[config.mk]
export PLATFORM = sky130hd
export DESIGN_NAME = mdu_fix_flat
export DESIGN_NICKNAME = d
export VERILOG_FILES = /design/src/sv/mdu_pkg.sv /design/src/sv/mdu_rsp_if.sv /design/src/sv/mdu_fix.sv /design/src/flat_wrapper.sv
export SDC_FILE = /design/constraint.sdc
export NUM_CORES = 1
export LEC_CHECK = 0
export ABC_CLOCK_PERIOD_IN_PS = 2320
export BUFFER_PORTS_ARGS = -buffer_cell sky130_fd_sc_hd__buf_2
export CORE_ASPECT_RATIO = 1.25
export CORE_UTILIZATION = 45
export CTS_CLUSTER_SIZE = 20
export DETAILED_ROUTE_END_ITERATION = 10
export PLACE_DENSITY = 0.74
export SYNTH_ARGS = -nofsm -noshare
export SYNTH_HDL_FRONTEND = slang
export SYNTH_SLANG_ARGS = --single-unit
[constraint.sdc]
create_clock -name clk -period 2.32 [get_ports clk]
set_input_delay 0.116 -clock clk [delete_from_list [all_inputs] [get_ports clk]]
set_output_delay 0.116 -clock clk [all_outputs]
set_load 0.1 [all_outputs]
[src/sv/mdu_pkg.sv]
// Shared constants, types and operation codes of the integer multiply/divide unit.
package mdu_pkg;

	localparam int XLEN = 32;

	typedef enum logic [2:0] {
		KIND_MUL    = 3'd0,
		KIND_MULH   = 3'd1,
		KIND_MULHSU = 3'd2,
		KIND_MULHU  = 3'd3,
		KIND_DIV    = 3'd4,
		KIND_DIVU   = 3'd5,
		KIND_REM    = 3'd6,
		KIND_REMU   = 3'd7
	} kind_t;

	typedef struct packed {
		logic is_div;
		logic upper;
		logic neg;
	} ctl_t;

	typedef struct packed {
		ctl_t              ctl;
		logic [XLEN-1:0]   p;
		logic [XLEN-1:0]   x;
		logic [XLEN-1:0]   b;
	} word_t;

endpackage

[src/sv/mdu_rsp_if.sv]
// Response channel of the multiply/divide unit: one result word.
interface mdu_rsp_if;
	logic                         valid;
	logic                         ready;
	logic [mdu_pkg::XLEN-1:0]     result;

	modport source (output valid, output result, input ready);
	modport sink (input valid, input result, output ready);
endinterface

[src/sv/mdu_fix.sv]
// Output stage: applies the sign fix-up, selects the result half and holds the result.
module mdu_fix (
	input  logic                clk,
	input  logic                arst_n,
	input  logic                prev_valid,
	output logic                prev_ready,
	input  mdu_pkg::word_t      prev_word,
	mdu_rsp_if.source           rsp
);

	logic [mdu_pkg::XLEN-1:0]     sel;
	logic [mdu_pkg::XLEN-1:0]     res;
	logic                         lo_zero;
	logic                         valid_q;
	logic [mdu_pkg::XLEN-1:0]     result_q;

	always_comb begin
		lo_zero = (prev_word.x == '0);
		sel = prev_word.ctl.upper ? prev_word.p : prev_word.x;
		if (!prev_word.ctl.neg) begin
			res = sel;
		end else if (!prev_word.ctl.is_div && prev_word.ctl.upper) begin
			// High half of a negated double-width product borrows from the low half.
			res = ~prev_word.p + {{(mdu_pkg::XLEN-1){1'b0}}, lo_zero};
		end else begin
			res = ~sel + {{(mdu_pkg::XLEN-1){1'b0}}, 1'b1};
		end
	end

	assign prev_ready = !valid_q || rsp.ready;

	always_ff @(posedge clk or negedge arst_n) begin
		if (!arst_n) begin
			valid_q <= 1'b0;
		end else if (prev_ready) begin
			valid_q <= prev_valid;
		end
	end

	always_ff @(posedge clk) begin
		if (prev_valid && prev_ready) begin
			result_q <= res;
		end
	end

	assign rsp.valid  = valid_q;
	assign rsp.result = result_q;

endmodule

[src/flat_wrapper.sv]
// flat-port wrapper written by rule: the top's interface ports become plain ports
module mdu_fix_flat 
  (clk, arst_n, prev_valid, prev_ready, prev_word, rsp_valid, rsp_result, rsp_ready);
  mdu_rsp_if rsp_i ();
  input  logic clk;
  input  logic arst_n;
  input  logic prev_valid;
  output logic prev_ready;
  input  mdu_pkg::word_t prev_word;
  output wire logic [$bits(rsp_i.valid)-1:0] rsp_valid;
  output wire logic [$bits(rsp_i.result)-1:0] rsp_result;
  input wire logic [$bits(rsp_i.ready)-1:0] rsp_ready;
  assign rsp_valid = rsp_i.valid;
  assign rsp_result = rsp_i.result;
  assign rsp_i.ready = rsp_ready;
  mdu_fix u_core (.clk(clk), .arst_n(arst_n), .prev_valid(prev_valid), .prev_ready(prev_ready), .prev_word(prev_word), .rsp(rsp_i));
endmodule
==> run summary <==
Routed len/inst = 18.78 um
Failing checks = setup timing
First-pass GRT wire length = 21.21 mm
Final min period = 2.781 ns
Vias in the first global route = 4430
Port buffer count = 104
Placement Cell Area = 0.005155 sq mm
Hold Fails Final Rpt = 0
Count of pins over their slew limit = 0
Initial antenna violation count = 0
Initial Util = 46.92%
Worst min-delay path class = input pin to flip-flop
Dominant synthesized flop cell = edfxtp_1
RSZ-0062 raised after global routing = yes
Final setup viols = 21
GRT Util Overall = 31.50%
CTS tree = yes
IO Count = 137
Iteration-0 DRC Markers = 345
CP Capture Type = flip-flop
Setup slack after layout = -0.4611 ns
Layout cells sized above 1 = 49.22%
N_diodes = 0
GR Overflow Total = 0
Number of synthesized register bits = 33
Total of max-cap violations = 0
Minimum hold slack = 0.01238 ns
Crit path launch type = input pin
Sequential fraction of the synthesis area = 26.66%
M3 GR Usage = 3.730%
Synth area leaders = edfxtp_1 26%, mux2i_1 7.0%, mux2_2 5.8%
HPWL after DPL = 10.42 mm
Max VDD drop = 0.0004019 V
CTS sink cnt = 33
Synth unique cells = 65
Routed Antenna Nets = 0
Largest net degree at the start of global routing = 33
Post-route DRC = 0
Asr flop ratio synth = 3.030%
Fmax = 359.6 MHz
Gr busiest metal = met2
Max clock buf depth = 2
GP Congestion = 0.9730
Synth-to-Final Area Change = 51.86%
Combinational power share = 47.3%
Syn avg cell area = 8.368 sq um
Finished Cell Area = 0.005617 sq mm
Leak pwr = 2.304 nW
Critical Path RT = 2.37 ns
Flop pwr share = 33.1%
Commonest non-fill, non-tap cell in the layout = buf_4
WL final = 13.81 mm
Core ar. = 0.007883 sq mm
Final Skew = 0.003723 ns
CTS buffer count = 5
Share of the synthesized area in the top cell type = 25.98%
Die area = 0.008588 sq mm
Core Rows = 36
Post-synth design cell area = 0.003699 sq mm
Clk_lat worst skew = 0.30 ns
GRT met2 Usage = 57.50%
Internal = 1.247 mW
P per Cell Area = 388.7 mW/mm^2
Net Switching = 0.9361 mW
Number of fill cells in the layout = 630
Relative slew margins = 38.41%
Placed Cells = 723
Die W = 83.09 um
Setup Crit Path Kind = input pin to flip-flop
Synth warnings = 0
Vias = 4579
Final #Nets = 747
Via density = 6.230
Data arrival, critical path = 2.83 ns
Root buffer cell = clkbuf_8
Clock transition at the registers of the reported paths = 0.07 ns
Number of synthesized flops with an enable pin = 32
Non-Filler Instances = 735
Synth Net Count = 549
H-Tree Depth = 2
M1 GR Usage = 36.73%
Slew at the pin closest to its max-slew limit = 0.9168 ns
CP max FO = 3
Synth Instances = 442
Drt pass-1 iters = 5
Clock power frac = 19.6%
Most frequent cells in the layout = 107 x buf_4, 102 x buf_2, 43 x nor2_1, 32 x edfxtp_1, 30 x nand2_1
Die height = 103.4 um
Sw Share = 42.88%
Outcome = complete, but fails checks
Setup TNS = -6.166 ns
Period utilization = 119.9%
Cell taking the most area after synthesis = edfxtp_1
Fin util = 71.25%
through the flow:
step	setup slack, ns	power [mW]
2_1_floorplan	-0.6065	1.378
4_1_cts	-0.4787	2.148
5_1_grt	-0.6071	2.262
3_3_place_gp	-0.7657	1.700
3_5_place_dp	-0.8810	1.715
6_report	-0.4611	2.183
kinds of logic (layout without fill, tap and decap cells):
logic type,count (synthesis),count (layout),share of synthesized area (%)
and+or+nand+nor,206,206,30.72
AOI/OAI and AO/OA,95,95,18.27
muxes,45,45,12.82
buffers and inverters,34,232,4.262
DFF,33,33,26.66
xor gates and xnor gates,25,25,5.920
adders and majority gates,4,4,1.353
layer usage:
metal  wire [um]  vias up
li1            -     2111
met1        5355     2150
met2        7005      262
met3         891       56
met4         552        0
met5           0        -
worst paths after layout:
| kind | from | to | slack (ns) | depth (start not counted) |
|---|---|---|---|---|
| max reg2reg | u_core.rsp.valid$_DFFE_PN0N_ | u_core.rsp.result[30]$_DFFE_PP_ | 0.79 | 2 |
| min | prev_valid | u_core.rsp.valid$_DFFE_PN0N_ | 0.01 | 2 |
| min reg2reg | u_core.rsp.valid$_DFFE_PN0N_ | u_core.rsp.valid$_DFFE_PN0N_ | 0.52 | 2 |
| max | prev_word[50] | u_core.rsp.result[26]$_DFFE_PP_ | -0.46 | 13 |
| min in group asynchronous | arst_n | u_core.rsp.valid$_DFFE_PN0N_ | 0.12 | 2 |
| max in group asynchronous | arst_n | u_core.rsp.valid$_DFFE_PN0N_ | 2.11 | 2 |
sequential cells by signal, summed over array words and instances (netlist names):
| name | cells |
|---|---|
| u_core.rsp.result | 32 |
| u_core.rsp.valid | 1 |
timing repair:
item / in CTS / in global routing
resized for setup: 37 / 33
hold buffers: 1 / 0
endpoints found under the hold margin: 1 / 0
endpoints found under the setup margin: 24 / 29
pin swaps: 26 / 21
setup buffers: 2 / 2
synth_stat cells (all sizes together) (2+ instances only):
library cell  number
xnor2             12
o21ai             17
o211ai             2
xor2              13
a211o              3
ha                 4
a22oi             10
nor3              35
o32ai              4
inv                3
a221oi             6
o22ai             10
nor4b              4
nand2b             9
a21oi             16
or2                3
and3               2
edfxtp            32
nor2              50
nor4              19
clkbuf            18
nor3b             12
nor2b              2
mux2              19
a31oi              4
a221o              3
buf               12
o31ai              4
nand2             32
o311ai             2
o21a               2
mux2i             26
o41ai              2
or3                8
nand3             13
or4                7
nand4              5
critical path: stages:
cell and delay, ns:
buf_6 0.09, or4_4 0.57, nor4_4 0.22, nand3_1 0.11
nor3_2 0.16, ha_2 0.24, ha_4 0.13, nor4b_4 0.26
nand2_2 0.08, or2_4 0.27, nor4_4 0.16, xnor2_1 0.11
a221o_1 0.31
power groups by stage:
stage / clock network (mW) / logic [mW] / registers (mW)
4_1_cts: 0.430 / 0.994 / 0.724
3_3_place_gp: 0 / 0.965 / 0.736
3_5_place_dp: 0 / 0.978 / 0.737
2_1_floorplan: 0 / 0.334 / 1.04
6_report: 0.427 / 1.03 / 0.723
5_1_grt: 0.449 / 1.09 / 0.727
final cells by class:
class | instances | area, sq um | area share [%]
inverters | 4 | 15.01 | 0.2673
well taps | 95 | 118.9 | 2.116
clock buffers | 6 | 72.57 | 1.292
repair buffers | 221 | 1456 | 25.93
clock inverters | 1 | 3.754 | 0.06683
multi-input cells | 375 | 2963 | 52.75
flip-flops and latches | 33 | 987.2 | 17.58
Note: power is estimated with default switching activity, not from simulation.
