[config.mk]
export PLATFORM = sky130hd
export DESIGN_NAME = mdu_cell
export DESIGN_NICKNAME = d
export VERILOG_FILES = /design/src/sv/mdu_pkg.sv /design/src/sv/mdu_cell.sv
export SDC_FILE = /design/constraint.sdc
export NUM_CORES = 1
export LEC_CHECK = 0
export BUFFER_PORTS_ARGS = -buffer_cell sky130_fd_sc_hd__buf_2
export CAP_MARGIN = 20
export CORE_ASPECT_RATIO = 1.4
export CORE_UTILIZATION = 30
export DETAILED_ROUTE_END_ITERATION = 8
export GPL_TIMING_DRIVEN = 0
export PLACE_DENSITY_LB_ADDON = 0.3
export SLEW_MARGIN = 40
export SYNTH_ARGS = -nofsm -noshare
export SYNTH_HDL_FRONTEND = slang
export SYNTH_SLANG_ARGS = --single-unit
[constraint.sdc]
create_clock -name clk -period 4.1 [get_ports clk]
set_input_delay 0.41 -clock clk [delete_from_list [all_inputs] [get_ports clk]]
set_output_delay 0.41 -clock clk [all_outputs]
set_load 0.01 [all_outputs]
[src/sv/mdu_pkg.sv]
// Shared constants, types and operation codes of the integer multiply/divide unit.
package mdu_pkg;

	localparam int XLEN = 32;

	typedef enum logic [2:0] {
		KIND_MUL    = 3'd0,
		KIND_MULH   = 3'd1,
		KIND_MULHSU = 3'd2,
		KIND_MULHU  = 3'd3,
		KIND_DIV    = 3'd4,
		KIND_DIVU   = 3'd5,
		KIND_REM    = 3'd6,
		KIND_REMU   = 3'd7
	} kind_t;

	typedef struct packed {
		logic is_div;
		logic upper;
		logic neg;
	} ctl_t;

	typedef struct packed {
		ctl_t              ctl;
		logic [XLEN-1:0]   p;
		logic [XLEN-1:0]   x;
		logic [XLEN-1:0]   b;
	} word_t;

endpackage

[src/sv/mdu_cell.sv]
// One step cell: a shift-and-add multiply step or a restoring divide step on its transaction.
module mdu_cell (
	input  logic                clk,
	input  logic                arst_n,
	input  logic                prev_valid,
	output logic                prev_ready,
	input  mdu_pkg::word_t      prev_word,
	output logic                next_valid,
	input  logic                next_ready,
	output mdu_pkg::word_t      next_word
);

	logic [mdu_pkg::XLEN:0]       sum;
	logic [mdu_pkg::XLEN:0]       sh;
	logic [mdu_pkg::XLEN:0]       diff;
	mdu_pkg::word_t               step;
	logic                         valid_q;
	mdu_pkg::word_t               word_q;

	always_comb begin
		step = prev_word;
		sum  = {1'b0, prev_word.p} + (prev_word.x[0] ? {1'b0, prev_word.b}
			: {(mdu_pkg::XLEN+1){1'b0}});
		sh   = {prev_word.p, prev_word.x[mdu_pkg::XLEN-1]};
		diff = sh - {1'b0, prev_word.b};
		if (!prev_word.ctl.is_div) begin
			step.p = sum[mdu_pkg::XLEN:1];
			step.x = {sum[0], prev_word.x[mdu_pkg::XLEN-1:1]};
		end else if (!diff[mdu_pkg::XLEN]) begin
			step.p = diff[mdu_pkg::XLEN-1:0];
			step.x = {prev_word.x[mdu_pkg::XLEN-2:0], 1'b1};
		end else begin
			step.p = sh[mdu_pkg::XLEN-1:0];
			step.x = {prev_word.x[mdu_pkg::XLEN-2:0], 1'b0};
		end
	end

	assign prev_ready = !valid_q || next_ready;

	always_ff @(posedge clk or negedge arst_n) begin
		if (!arst_n) begin
			valid_q <= 1'b0;
		end else if (prev_ready) begin
			valid_q <= prev_valid;
		end
	end

	always_ff @(posedge clk) begin
		if (prev_valid && prev_ready) begin
			word_q <= step;
		end
	end

	assign next_valid = valid_q;
	assign next_word  = word_q;

endmodule

==> results_dict.tcl <==
set metrics [dict create \
    hold_path.class "input port to flop" \
    cp-start-kind "input port" \
    powerDensity_nw_per_um2 330 \
    vias 6408 \
    drc 0 \
    syn_to_final_growth_pct 23.0 \
    path_max_fanout 10 \
    finalSetupViolations 0 \
    ant_nets 0 \
    ios 204 \
    clock_skew_ps 16.0 \
    min_period_over_period_pct 92.5 \
    rrSetupSlack_ps 2550 \
    synth_top_flop_cell "edfxtp_1" \
    min_from "prev_word[97]" \
    wl_per_cell_microns 16.9 \
    timing.rr.start "next_valid" \
    utilization_pct 37.6 \
    cp.arrival_ps 3910 \
    wl_met1_microns 8760 \
    synth_cell_types 68 \
    regArea_sq_um 3000 \
    min_period_ps 3790 \
    nFillCells 2531 \
    htree_levels 3 \
    grt_setup_unrepaired "no" \
    dr.pass1.iters 5 \
    hold_viol_final 0 \
    hold_end "next_word[97]" \
    grt_max_degree 42 \
    ir_drop_mv 0.193 \
    grt_pass1_wl_microns 33000 \
    wl_met3_microns 1110 \
    dp_hpwl_microns 17300 \
    antenna_found_initial 0 \
    yosys_warnings 0 \
    io_buffers 203 \
    wl_met2_microns 11200 \
    power_uw 3070 \
    fp.dieW_microns 136 \
    final_nets 1133 \
    chipHeight_microns 190 \
    antenna_cells 0 \
    syn_area_sq_um 7570 \
    grt_pass1_vias 6352 \
    clk_root_buffer_cell "clkbuf_16" \
    dr.max_layer_used "met4" \
    crit_required_ps 4210 \
    syn-num-nets 916 \
    drt-initial-drc-count 368 \
    cts_buffers 9 \
    synth_seq_area_share_pct 39.6 \
    tritoncts "built" \
    coreArea_sq_um 24800 \
    syn-instance-count 747 \
    maxCapViolations 0 \
    critPathCaptureType "flop" \
    clk_latency_ps 370 \
    tightest_slew_ps 770 \
    cts.sinks 100 \
    ff2ff_path_depth 3 \
    whs_path_depth 1 \
    async_reset_ff_share_pct 1.00 \
    relSlewSlack_pct 48.6 \
    ys_seq_elements 100 \
    grtUsageTotal_pct 16.9 \
    multi_input_area_sq_um 4290 \
    regToRegEndpoint "next_word[71]" \
    synth_edf_count 99 \
    gp_congestion 0.847 \
    critPathKind "input port to flop" \
    clockBufferDepth 2 \
    synth.avg_cell_area_sq_um 10.1 \
    drive_gt1_share_pct 28.7 \
    fmax_mhz 264 \
    routed_wl_microns 21600 \
    drv_slew 0 \
    cts_setup_buffers 0 \
    p_leak_uw 0.00406 \
    clkTransAtPathRegs_ps 70 \
    dieArea_sq_um 25900 \
    rows 68 \
    viasPerCell 4.99 \
    start_util_pct 30.6 \
    grt_overflow 0 \
    outcome "finished, final reports clean" \
]
-- where the power goes --
group	switching [uW]	internal (uW)	leakage [uW]
combinational	555	426	0.00298
clock	423	422	0.000132
sequential	16.9	1230	0.000953
-- how the worst max path moves through the flow --
| stage | start | endpoint |
|---|---|---|
| floorplan | next_ready | next_word[0] |
| global placement | next_ready | next_word[8] |
| detailed placement | prev_word[32] | next_word[83] |
| CTS | prev_word[32] | next_word[83] |
| global route | prev_word[32] | next_word[93] |
| finish | prev_word[32] | next_word[83] |
-- kinds of logic (layout without fill, tap and decap cells) --
group	count (synthesis)	after routing	synth area share (%)
AO/OA/AOI/OAI	198	198	16.8
AND/OR/NAND/NOR	198	198	13.2
flip-flops	100	100	39.6
buffers and inverters	67	288	3.80
adder cells (fa/ha/maj)	66	66	11.1
multiplexers	62	62	8.74
XOR/XNOR	56	56	6.73
-- synth_stat cells, types with 2 or more instances --
cell | number | share of area [%]
nand3b_1 | 2 | 0.20
or2_2 | 6 | 0.50
fa_1 | 2 | 0.53
nor3_1 | 12 | 0.79
a211oi_1 | 11 | 1.1
ha_1 | 64 | 11
o21bai_1 | 3 | 0.30
and2_1 | 36 | 3.0
a21oi_1 | 68 | 4.5
o21ai_0 | 37 | 2.4
buf_8 | 2 | 0.40
o31ai_1 | 2 | 0.20
a21boi_0 | 5 | 0.50
a221oi_1 | 2 | 0.23
o21ai_1 | 8 | 0.53
xor2_1 | 20 | 2.3
o221ai_1 | 4 | 0.46
inv_1 | 47 | 2.3
clkbuf_1 | 13 | 0.64
a311oi_1 | 2 | 0.23
nand4_1 | 7 | 0.58
and3_1 | 3 | 0.25
nor2_1 | 43 | 2.1
mux2i_1 | 29 | 3.8
or3_1 | 7 | 0.58
mux2_2 | 33 | 4.9
o211ai_1 | 8 | 0.79
a31oi_1 | 4 | 0.33
edfxtp_1 | 99 | 39
nand3_1 | 8 | 0.53
nand2_1 | 51 | 2.5
nand2b_1 | 9 | 0.74
a21o_1 | 15 | 1.5
nor2b_1 | 6 | 0.50
xnor2_1 | 35 | 4.0
buf_2 | 2 | 0.13
o21a_1 | 11 | 1.1
-- cell type report --
class | instances | share of cell area, %
clock buffers | 9 | 2.42
multi-input cells | 580 | 46.0
flip-flops and latches | 100 | 32.2
well taps | 315 | 4.23
inverters | 47 | 1.89
plain buffers | 20 | 1.21
repair buffers | 206 | 11.4
clock inverters | 6 | 0.591
-- critical path: stages --
cell and delay (ps):
buf_2 150, clkbuf_1 250, and2_1 240, fa_1 450, a211oi_1 280, o21a_1 230, a211oi_1 190, or3b_2 480
a31oi_1 350, o21ai_0 240, a21oi_1 240, xnor2_1 110, mux2_2 270
-- state kept, by name, indices dropped and copies added, names as in the netlist --
| name | flops |
|---|---|
| next_valid | 1 |
| next_word | 99 |
-- repair_timing --
| action | CTS | global route |
|---|---|---|
| endpoints found under the setup margin | 0 | 0 |
| gates resized for setup | 0 | 0 |
| hold endpoints to repair | 1 | 0 |
| hold buffers | 1 | 0 |
-- per-stage QoR --
| stage | cell area (sq um) | hold slack [ps] | std cells | setup WS, ps | setup TNS (ps) |
|---|---|---|---|---|---|
| global route | 9320 | 202 | 1283 | 5.78 | 0 |
| CTS | 9310 | 202 | 1283 | 361 | 0 |
| floorplan | 7570 | 114 | 747 | 713 | 0 |
| global placement | 8980 | 185 | 1265 | -398 | -37970 |
| detailed placement | 9020 | 190 | 1267 | -5.12 | -5.12 |
| finish | 9320 | 218 | 1283 | 308 | 0 |
-- placed cells by master (no fill, tap or decap), types with 3 or more instances in the layout --
| cell | Yosys | layout |
|---|---|---|
| a211oi_1 | 11 | 11 |
| a21boi_0 | 5 | 5 |
| a21o_1 | 15 | 15 |
| a21oi_1 | 68 | 68 |
| a31oi_1 | 4 | 4 |
| and2_1 | 36 | 35 |
| and3_1 | 3 | 3 |
| buf_2 | 2 | 205 |
| clkbuf_1 | 13 | 13 |
| clkbuf_16 | 0 | 9 |
| edfxtp_1 | 99 | 99 |
| ha_1 | 64 | 64 |
| inv_1 | 47 | 47 |
| mux2_2 | 33 | 33 |
| mux2i_1 | 29 | 29 |
| nand2_1 | 51 | 51 |
| nand2b_1 | 9 | 9 |
| nand3_1 | 8 | 8 |
| nand4_1 | 7 | 7 |
| nor2_1 | 43 | 43 |
| nor2b_1 | 6 | 6 |
| nor3_1 | 12 | 12 |
| o211ai_1 | 8 | 8 |
| o21a_1 | 11 | 11 |
| o21ai_0 | 37 | 36 |
| o21ai_1 | 8 | 9 |
| o21bai_1 | 3 | 3 |
| o221ai_1 | 4 | 4 |
| or2_2 | 6 | 6 |
| or3_1 | 7 | 7 |
| xnor2_1 | 35 | 35 |
| xor2_1 | 20 | 20 |
-- routing by layer --
layer,up-vias,global-route usage [%]
li1,3181,-
met4,0,6.88
met5,-,0
met3,34,2.96
met1,3001,18.7
met2,192,31.1
(Power assumes the default switching activity.)
