==> config.mk <==
export PLATFORM = sky130hd
export DESIGN_NAME = mdu_prep_flat
export DESIGN_NICKNAME = d
export VERILOG_FILES = /design/src/sv/mdu_pkg.sv /design/src/sv/mdu_req_if.sv /design/src/sv/mdu_prep.sv /design/src/flat_wrapper.sv
export SDC_FILE = /design/constraint.sdc
export NUM_CORES = 1
export LEC_CHECK = 0
export BUFFER_PORTS_ARGS = -buffer_cell sky130_fd_sc_hd__buf_2
export CAP_MARGIN = 40
export CORE_MARGIN = 5
export CORE_UTILIZATION = 51
export DETAILED_ROUTE_END_ITERATION = 16
export PLACE_DENSITY = 0.92
export SYNTH_ARGS = -nofsm -noshare
export SYNTH_HDL_FRONTEND = slang
export SYNTH_SLANG_ARGS = --single-unit
==> constraint.sdc <==
create_clock -name clk -period 7.2 [get_ports clk]
set_input_delay 2.16 -clock clk [delete_from_list [all_inputs] [get_ports clk]]
set_output_delay 2.16 -clock clk [all_outputs]
set_load 0.05 [all_outputs]
==> src/sv/mdu_pkg.sv <==
// Shared constants, types and operation codes of the integer multiply/divide unit.
package mdu_pkg;

	localparam int XLEN = 32;

	typedef enum logic [2:0] {
		KIND_MUL    = 3'd0,
		KIND_MULH   = 3'd1,
		KIND_MULHSU = 3'd2,
		KIND_MULHU  = 3'd3,
		KIND_DIV    = 3'd4,
		KIND_DIVU   = 3'd5,
		KIND_REM    = 3'd6,
		KIND_REMU   = 3'd7
	} kind_t;

	typedef struct packed {
		logic is_div;
		logic upper;
		logic neg;
	} ctl_t;

	typedef struct packed {
		ctl_t              ctl;
		logic [XLEN-1:0]   p;
		logic [XLEN-1:0]   x;
		logic [XLEN-1:0]   b;
	} word_t;

endpackage

==> src/sv/mdu_req_if.sv <==
// Request channel of the multiply/divide unit: operation code and two operands.
interface mdu_req_if;
	logic                         valid;
	logic                         ready;
	logic [2:0]                   kind;
	logic [mdu_pkg::XLEN-1:0]     operand_a;
	logic [mdu_pkg::XLEN-1:0]     operand_b;

	modport source (output valid, output kind, output operand_a, output operand_b,
		input ready);
	modport sink (input valid, input kind, input operand_a, input operand_b,
		output ready);
endinterface

==> src/sv/mdu_prep.sv <==
// Input stage: decodes the operation, takes operand magnitudes and sets the sign fix-up.
module mdu_prep (
	input  logic                clk,
	input  logic                arst_n,
	mdu_req_if.sink             req,
	output logic                next_valid,
	input  logic                next_ready,
	output mdu_pkg::word_t      next_word
);

	mdu_pkg::kind_t               kind;
	logic                         a_sgn;
	logic                         b_sgn;
	logic                         na;
	logic                         nb;
	logic                         upper;
	logic                         is_div;
	logic                         neg;
	logic [mdu_pkg::XLEN-1:0]     ma;
	logic [mdu_pkg::XLEN-1:0]     mb;
	logic                         valid_s1;
	mdu_pkg::word_t               word_s1;
	logic                         take;

	assign kind = mdu_pkg::kind_t'(req.kind);

	always_comb begin
		a_sgn = 1'b0;
		b_sgn = 1'b0;
		upper = 1'b0;
		unique case (kind) inside
			mdu_pkg::KIND_MUL: begin
				a_sgn = 1'b1;
				b_sgn = 1'b1;
				upper = 1'b0;
			end
			mdu_pkg::KIND_MULH, mdu_pkg::KIND_REM: begin
				a_sgn = 1'b1;
				b_sgn = 1'b1;
				upper = 1'b1;
			end
			mdu_pkg::KIND_MULHSU: begin
				a_sgn = 1'b1;
				b_sgn = 1'b0;
				upper = 1'b1;
			end
			mdu_pkg::KIND_MULHU, mdu_pkg::KIND_REMU: begin
				a_sgn = 1'b0;
				b_sgn = 1'b0;
				upper = 1'b1;
			end
			mdu_pkg::KIND_DIV: begin
				a_sgn = 1'b1;
				b_sgn = 1'b1;
				upper = 1'b0;
			end
			mdu_pkg::KIND_DIVU: begin
				a_sgn = 1'b0;
				b_sgn = 1'b0;
				upper = 1'b0;
			end
			default: begin
				a_sgn = 1'b0;
				b_sgn = 1'b0;
				upper = 1'b0;
			end
		endcase
	end

	always_comb begin
		is_div = req.kind[2];
		na = a_sgn & req.operand_a[mdu_pkg::XLEN-1];
		nb = b_sgn & req.operand_b[mdu_pkg::XLEN-1];
		ma = na ? (~req.operand_a + {{(mdu_pkg::XLEN-1){1'b0}}, 1'b1}) : req.operand_a;
		mb = nb ? (~req.operand_b + {{(mdu_pkg::XLEN-1){1'b0}}, 1'b1}) : req.operand_b;
		// A zero divisor keeps an all-ones quotient unsigned and the dividend as remainder.
		if (!is_div) begin
			neg = na ^ nb;
		end else if (upper) begin
			neg = na;
		end else begin
			neg = (na ^ nb) & (req.operand_b != '0);
		end
	end

	assign req.ready = !valid_s1 || next_ready;
	assign take = req.valid && req.ready;

	always_ff @(posedge clk or negedge arst_n) begin
		if (!arst_n) begin
			valid_s1 <= 1'b0;
		end else if (req.ready) begin
			valid_s1 <= req.valid;
		end
	end

	always_ff @(posedge clk) begin
		if (take) begin
			word_s1.ctl.is_div <= is_div;
			word_s1.ctl.upper  <= upper;
			word_s1.ctl.neg    <= neg;
			word_s1.p          <= '0;
			word_s1.x          <= ma;
			word_s1.b          <= mb;
		end
	end

	assign next_valid = valid_s1;
	assign next_word  = word_s1;

endmodule

==> src/flat_wrapper.sv <==
// flat-port wrapper written by rule: the top's interface ports become plain ports
module mdu_prep_flat 
  (clk, arst_n, next_valid, next_ready, next_word, req_valid, req_kind, req_operand_a, req_operand_b, req_ready);
  mdu_req_if req_i ();
  input  logic clk;
  input  logic arst_n;
  output logic next_valid;
  input  logic next_ready;
  output mdu_pkg::word_t next_word;
  input wire logic [$bits(req_i.valid)-1:0] req_valid;
  input wire logic [$bits(req_i.kind)-1:0] req_kind;
  input wire logic [$bits(req_i.operand_a)-1:0] req_operand_a;
  input wire logic [$bits(req_i.operand_b)-1:0] req_operand_b;
  output wire logic [$bits(req_i.ready)-1:0] req_ready;
  assign req_i.valid = req_valid;
  assign req_i.kind = req_kind;
  assign req_i.operand_a = req_operand_a;
  assign req_i.operand_b = req_operand_b;
  assign req_ready = req_i.ready;
  mdu_prep u_core (.clk(clk), .arst_n(arst_n), .req(req_i), .next_valid(next_valid), .next_ready(next_ready), .next_word(next_word));
endmodule
==> impl_metrics.py, run 1 <==
metrics = {
    "run_status": {
        "status": "completed",
    },
    "cells_and_area": {
        "layout-drive-gt1-share": 0.3533,
        "finalNetCount": 535,
        "area_growth_pct": 23.31,
        "final_cell_mix": "139 x buf_2, 67 x edfxtp_1, 32 x xnor2_1, 32 x conb_1, 27 x xor2_1",
        "fillers": 564,
        "diodes": 0,
        "multi_input_area_um2": 1498,
        "seqCellArea_um2": 2037,
        "final_common_cell": "buf_2",
    },
    "sta": {
        "fin_setup_tns_ns": 0,
        "setup_viol": 0,
        "period_needed_ns": 4.782,
        "max_slew_margin": 0.4495,
        "drv_slew": 0,
        "finClkSkew_ns": 0.009002,
        "worstMarginPinSlew_ns": 0.8257,
        "fmax_ghz": 0.2091,
        "period_share": 0.6642,
        "grt_setup_unrepaired": "false",
        "final_hold_viol_count": 0,
    },
    "clock_network": {
        "holdBufCountCts": 0,
        "cts_buffer_depth": 2,
        "cts_max_level": 3,
        "clock-root-buffer": "clkbuf_8",
        "clock_latency_ns": 0.33,
        "postCtsSetupBuffers": 0,
        "clk_pin_slew_ns": 0.06,
        "cts_tree": "built",
        "cts_resized": 0,
        "cts_buffers": 9,
        "clock_sinks": 68,
    },
    "critical_path": {
        "start_kind": "input port",
        "arrival_ns": 2.62,
        "path_buf_inv": 2,
        "crit_chain": "buf_2, nand2b_1, buf_2",
        "path_class": "input port to primary output",
        "cpMostUsedCell": "buf_2",
        "endpoint_kind": "primary output",
        "cp_top_family": "buffers and inverters",
        "slowest_stage": "buf_2",
        "cp.required_ns": 5.04,
        "max_stage_delay_ns": 0.22,
        "critPathMaxFanout": 3,
    },
    "placement": {
        "io_buffer_count": 139,
        "gp_congestion": 0.8629,
        "post-dp-hpwl_mm": 6.946,
    },
    "pwr": {
        "p_leak_uw": 0.001891,
        "ir_drop_v": 0.00009798,
        "fin_total_pwr_uw": 1057,
        "powerDensity_nw_per_um2": 231.1,
    },
    "floorplanning": {
        "die_area_um2": 9080,
        "coreArea_um2": 7176,
        "die_w_um": 95.29,
        "die_h_um": 95.29,
        "io_pins": 172,
        "fp-row-count": 31,
        "initial_core_util": 0.5170,
    },
    "synthesis": {
        "postSynthAreaPerCell_um2": 11.67,
        "synth_compound_area_frac": 0.08398,
        "netlist_area_um2": 3710,
        "yosys.area_share.xor_xnor": 0.1393,
        "synth-edff-count": 67,
        "async_reset_ff_frac": 0.01471,
        "yosys_register_bits": 68,
        "yosys_warnings": 0,
        "synth_cell_types": 37,
        "synth_fa_ha_area_frac": 0.006745,
        "synth_ff_type": "edfxtp_1",
        "synth_mux_area_frac": 0.002698,
        "synth-seq-area-share": 0.5491,
        "syn-instance-count": 318,
        "synth_top_family_by_area": "XOR/XNOR gates",
        "synthSimpleGateAreaFrac": 0.1383,
    },
    "detailed_routing": {
        "ant_nets": 0,
        "vias_per_cell": 5.184,
        "wl_per_cell_um": 16.04,
        "drtPass1Iterations": 4,
        "drt_iter0_markers": 141,
        "drc_errors": 0,
        "routed_wirelength_mm": 9.079,
        "vias": 2934,
    },
    "global_routing": {
        "grt_first_pass_wirelength_mm": 13.54,
        "track_usage": 0.1966,
        "grt_max_degree": 68,
        "grt_pass1_vias": 2912,
        "gr-total-overflow": 0,
        "antenna_found_initial": 0,
    },
    "flow_run": {
        "maxCapViolCount": 0,
    },
    "hold_path": {
        "hold_path_class": "flop to flop",
    },
}
-- flip-flops by register name (all words and copies together) (netlist names) --
| name | flops |
|---|---|
| u_core.next_word | 67 |
| u_core.next_valid | 1 |
-- where the power goes --
| part | switching, µW | leakage, µW | internal [µW] |
|---|---|---|---|
| Combinational | 215 | 0.00115 | 64.8 |
| Clock | 135 | 0.0000914 | 160 |
| Sequential | 6.94 | 0.000650 | 476 |
-- stage by stage --
| stage | cells | setup slack (ns) | hold WS, ns | instance area [µm²] | utilization |
|---|---|---|---|---|---|
| floorplan | 349 | 2.448 | 1.175 | 3826 | - |
| global placement | 550 | 2.429 | 0.5008 | 4395 | 0.6126 |
| detailed placement | 550 | 2.416 | 0.5231 | 4395 | 0.6126 |
| CTS | 566 | 2.415 | 0.5399 | 4574 | 0.6375 |
| global route | 566 | 2.365 | 0.5914 | 4574 | 0.6375 |
| finish | 566 | 2.418 | 0.5283 | 4574 | 0.6375 |
-- per-layer routing --
layer	GRT usage	up-vias	part of all wire
met5	0	-	0
met4	0.1106	0	0.038
met3	0.02999	27	0.070
met2	0.3469	139	0.52
met1	0.2263	1382	0.37
li1	-	1386	-
-- layout make-up --
| cell class | count | area share |
|---|---|---|
| flip-flops and latches | 68 | 0.4453 |
| multi-input cells | 235 | 0.3274 |
| repair buffers | 141 | 0.1554 |
| clock buffers | 13 | 0.03036 |
| well taps | 99 | 0.02708 |
| clock inverters | 3 | 0.008753 |
| inverters | 7 | 0.005744 |
-- path summary, 6_finish.rpt --
kind                                   startpoint              endpoint  slack, ns  depth (start not counted)
min in group asynchronous                  arst_n     u_core.next_valid       1.60                          1
worst min-delay path            u_core.next_valid     u_core.next_valid       0.53                          2
max in group asynchronous                  arst_n     u_core.next_valid       5.52                          1
worst max-delay path                   next_ready             req_ready       2.42                          3
worst min register to register  u_core.next_valid     u_core.next_valid       0.53                          2
worst max register to register  u_core.next_valid  u_core.next_word[41]       5.55                          3
-- kinds of logic (layout without fill, tap and decap cells) --
logic type | Yosys count | after routing
compound gates | 51 | 51
xor+xnor | 59 | 59
fa+ha+maj | 2 | 2
buf+inv | 46 | 164
flops | 68 | 68
mux | 1 | 1
other cells | 1 | 32
simple gates | 90 | 90
-- worst reg2reg max path, cell delays in order, from the launching register on --
cell and delay, ns:
dfrtp_1 0.37, nand2b_1 0.10, and2_2 0.14, buf_4 0.65
-- cell usage after synthesis, drive strengths merged (2+ instances only) --
cell type	n	area, µm²
buf	32	240.2
o31ai	12	90.09
xnor2	32	280.3
or4b	3	30.03
a21oi	15	75.07
or4	9	78.83
nand2b	4	25.02
or3	3	18.77
nand2	14	52.55
nor3	9	50.05
a31oi	5	31.28
clkbuf	7	26.28
o21ai	13	65.06
edfxtp	67	2012
nor2	26	97.59
ha	2	25.02
nor4	8	65.06
o41ai	4	35.03
nor4b	2	17.52
or2	3	21.27
inv	7	26.28
and2	4	25.02
nand3	2	10.01
xor2	27	236.5
No activity file was read; power rests on OpenSTA's default activity.
==> inputs of run 2 (changes only) <==
- CORE_UTILIZATION: 51 -> 47
- PLACE_DENSITY: 0.92 -> 0.86
- clock period: 7.2 -> 4.42 ns (I/O delays scaled with it)
==> run 2 against run 1 <==
Against the previous run: via count grew 1.8%; combinational power grew 63%; sequential cell count is the same; clock-buffer cell count shrank 1; critical path depth grew 5; non-clock buffer count is the same; sequential share of layout area shrank 0.13 points; utilization shrank 4.4 points; global-route usage shrank 1.6 points; power grew 61%; die area grew 7.6%; largest power group unchanged; highest routed layer is now met5.
==> impl_metrics.py, run 2 (synthesis results as in run 1) <==
metrics = {
    "sta": {
        "finClkSkew_ns": 0.01156,
        "fmax_ghz": 0.2988,
        "final.setup.worst_slack_ns": 1.073,
        "fin_setup_tns_ns": 0,
        "final_hold_viol_count": 0,
        "worstMarginPinSlew_ns": 0.7924,
        "period_share": 0.7572,
        "setup_viol": 0,
        "period_needed_ns": 3.347,
        "grt_setup_unrepaired": "false",
        "max_slew_margin": 0.4717,
        "drv_slew": 0,
    },
    "floorplanning": {
        "fp-row-count": 32,
        "die_h_um": 98.85,
        "io_pins": 172,
        "initial_core_util": 0.4801,
        "die_w_um": 98.85,
        "die_area_um2": 9770,
        "coreArea_um2": 7727,
    },
    "pwr": {
        "netSwitchingPower_uw": 567.5,
        "pwr-share-seq": 0.461,
        "sw_frac_of_total": 0.3327,
        "p_int_uw": 1138,
        "fin_total_pwr_uw": 1706,
        "p_leak_uw": 0.001891,
        "power_frac_comb": 0.267,
        "powerDensity_nw_per_um2": 371.8,
        "ir_drop_v": 0.0001666,
        "p_clk_frac": 0.272,
    },
    "placement": {
        "post-dp-hpwl_mm": 7.062,
        "dp_cells": 553,
        "dpl_worst_slack_ns": 0.7581,
        "io_buffer_count": 139,
        "gp_congestion": 0.8561,
    },
    "critical_path": {
        "startpoint": "req_operand_a[1]",
        "start_kind": "input port",
        "crit_path_end": "u_core.next_word[56]",
        "critPathMaxFanout": 5,
        "slowest_stage": "or4_2",
        "r2r-start": "u_core.next_valid",
        "endpoint_kind": "flop",
        "rr_endpoint": "u_core.next_word[97]",
        "rrSetupSlack_ns": 2.65,
        "path_class": "input port to flop",
        "arrival_ns": 3.43,
        "reg2reg_depth": 3,
        "cp.required_ns": 4.50,
        "crit_chain": "buf_2, inv_1, ha_1, or3b_2, or4_2, nor4_1, a21oi_1, xor2_1",
        "max_stage_delay_ns": 0.68,
    },
    "cells_and_area": {
        "area_growth_pct": 23.68,
        "final_common_cell": "buf_2",
        "finalNetCount": 535,
        "largest_register_ffs": 67,
        "final_cell_mix": "139 x buf_2, 67 x edfxtp_1, 32 x xnor2_1, 32 x conb_1, 27 x xor2_1",
        "layout-drive-gt1-share": 0.3519,
        "fin_cells": 569,
    },
    "flow_run": {
        "maxCapViolCount": 0,
    },
    "clock_network": {
        "clock-root-buffer": "clkbuf_8",
        "cts_buffer_depth": 2,
        "cts_tree": "built",
        "clock_sinks": 68,
        "clk_pin_slew_ns": 0.07,
        "holdBufCountCts": 0,
        "cts_resized": 0,
        "clock_latency_ns": 0.33,
        "postCtsSetupBuffers": 0,
        "cts_buffers": 9,
        "cts_max_level": 3,
    },
    "run_status": {
        "status": "completed",
    },
    "global_routing": {
        "grt_first_pass_wirelength_mm": 14.09,
        "track_usage": 0.1807,
        "grt_max_degree": 36,
        "grt_pass1_vias": 2903,
        "gr-total-overflow": 0,
        "antenna_found_initial": 2,
    },
    "detailed_routing": {
        "vias": 2988,
        "drtPass1Iterations": 4,
        "ant_nets": 0,
        "drt_iter0_markers": 171,
        "wl_per_cell_um": 15.86,
        "drc_errors": 0,
        "routed_wirelength_mm": 9.026,
        "vias_per_cell": 5.251,
    },
    "hold_path": {
        "holdCritStartpoint": "u_core.next_valid",
        "hold_path_class": "flop to flop",
    },
}
[run 2: cell count changes in the layout (fill, tap and decap cells not counted)]
cell,change
buf_12,+1
buf_4,-1
clkbuf_1,-1
clkinv_1,+1
clkinv_2,-1
diode_2,+1
[run 2: area by class of cell]
| class | count | area [µm²] |
|---|---|---|
| Multi-Input combinational cell | 235 | 1498 |
| Sequential cell | 68 | 2037 |
| Antenna cell | 1 | 2.502 |
| Clock buffer | 12 | 135.1 |
| Clock inverter | 3 | 38.79 |
| Inverter | 7 | 26.28 |
| Tap cell | 102 | 127.6 |
| Fill cell | 628 | 3139 |
| Timing Repair Buffer | 141 | 723.2 |
[run 2: worst min path at each step]
stage                         to  slack (ns)  cells after the start
4_1_cts        u_core.next_valid        0.53                      2
6_report       u_core.next_valid        0.53                      2
3_3_place_gp   u_core.next_valid        0.50                      2
2_1_floorplan  u_core.next_valid        1.03                      0
3_5_place_dp   u_core.next_valid        0.52                      2
5_1_grt        u_core.next_valid        0.58                      2
[run 2: metrics by stage]
step	hold WS [ns]	utilization	instance area (µm²)
global route	0.5777	0.5938	4588
finish	0.5266	0.5938	4588
detailed placement	0.5155	0.5709	4412
global placement	0.4985	0.5709	4412
floorplan	1.030	-	3826
CTS	0.5305	0.5934	4586
[run 2: power by group through the flow]
| stage | registers (µW) | logic, µW | clock network, µW |
|---|---|---|---|
| 2_1_floorplan | 969 | 186 | 0 |
| 3_3_place_gp | 800 | 444 | 0 |
| 3_5_place_dp | 801 | 455 | 0 |
| 4_1_cts | 788 | 455 | 474 |
| 5_1_grt | 791 | 481 | 506 |
| 6_report | 787 | 456 | 463 |
[run 2: routing by layer]
layer  up-vias  part of all wire  track usage
met4         2             0.038      0.09034
li1       1388                 -            -
met5         -            0.0014            0
met1      1391              0.37       0.2175
met2       176              0.50       0.3027
met3        31             0.093      0.04176
[run 2: worst max-delay path, delay by kind of cell]
kind	cells	cell delay [ns]
and+or+nand+nor	3	1.46
buffers and inverters	2	0.19
xor gates and xnor gates	1	0.16
adders and majority gates	1	0.15
AOI/OAI and AO/OA	1	0.14
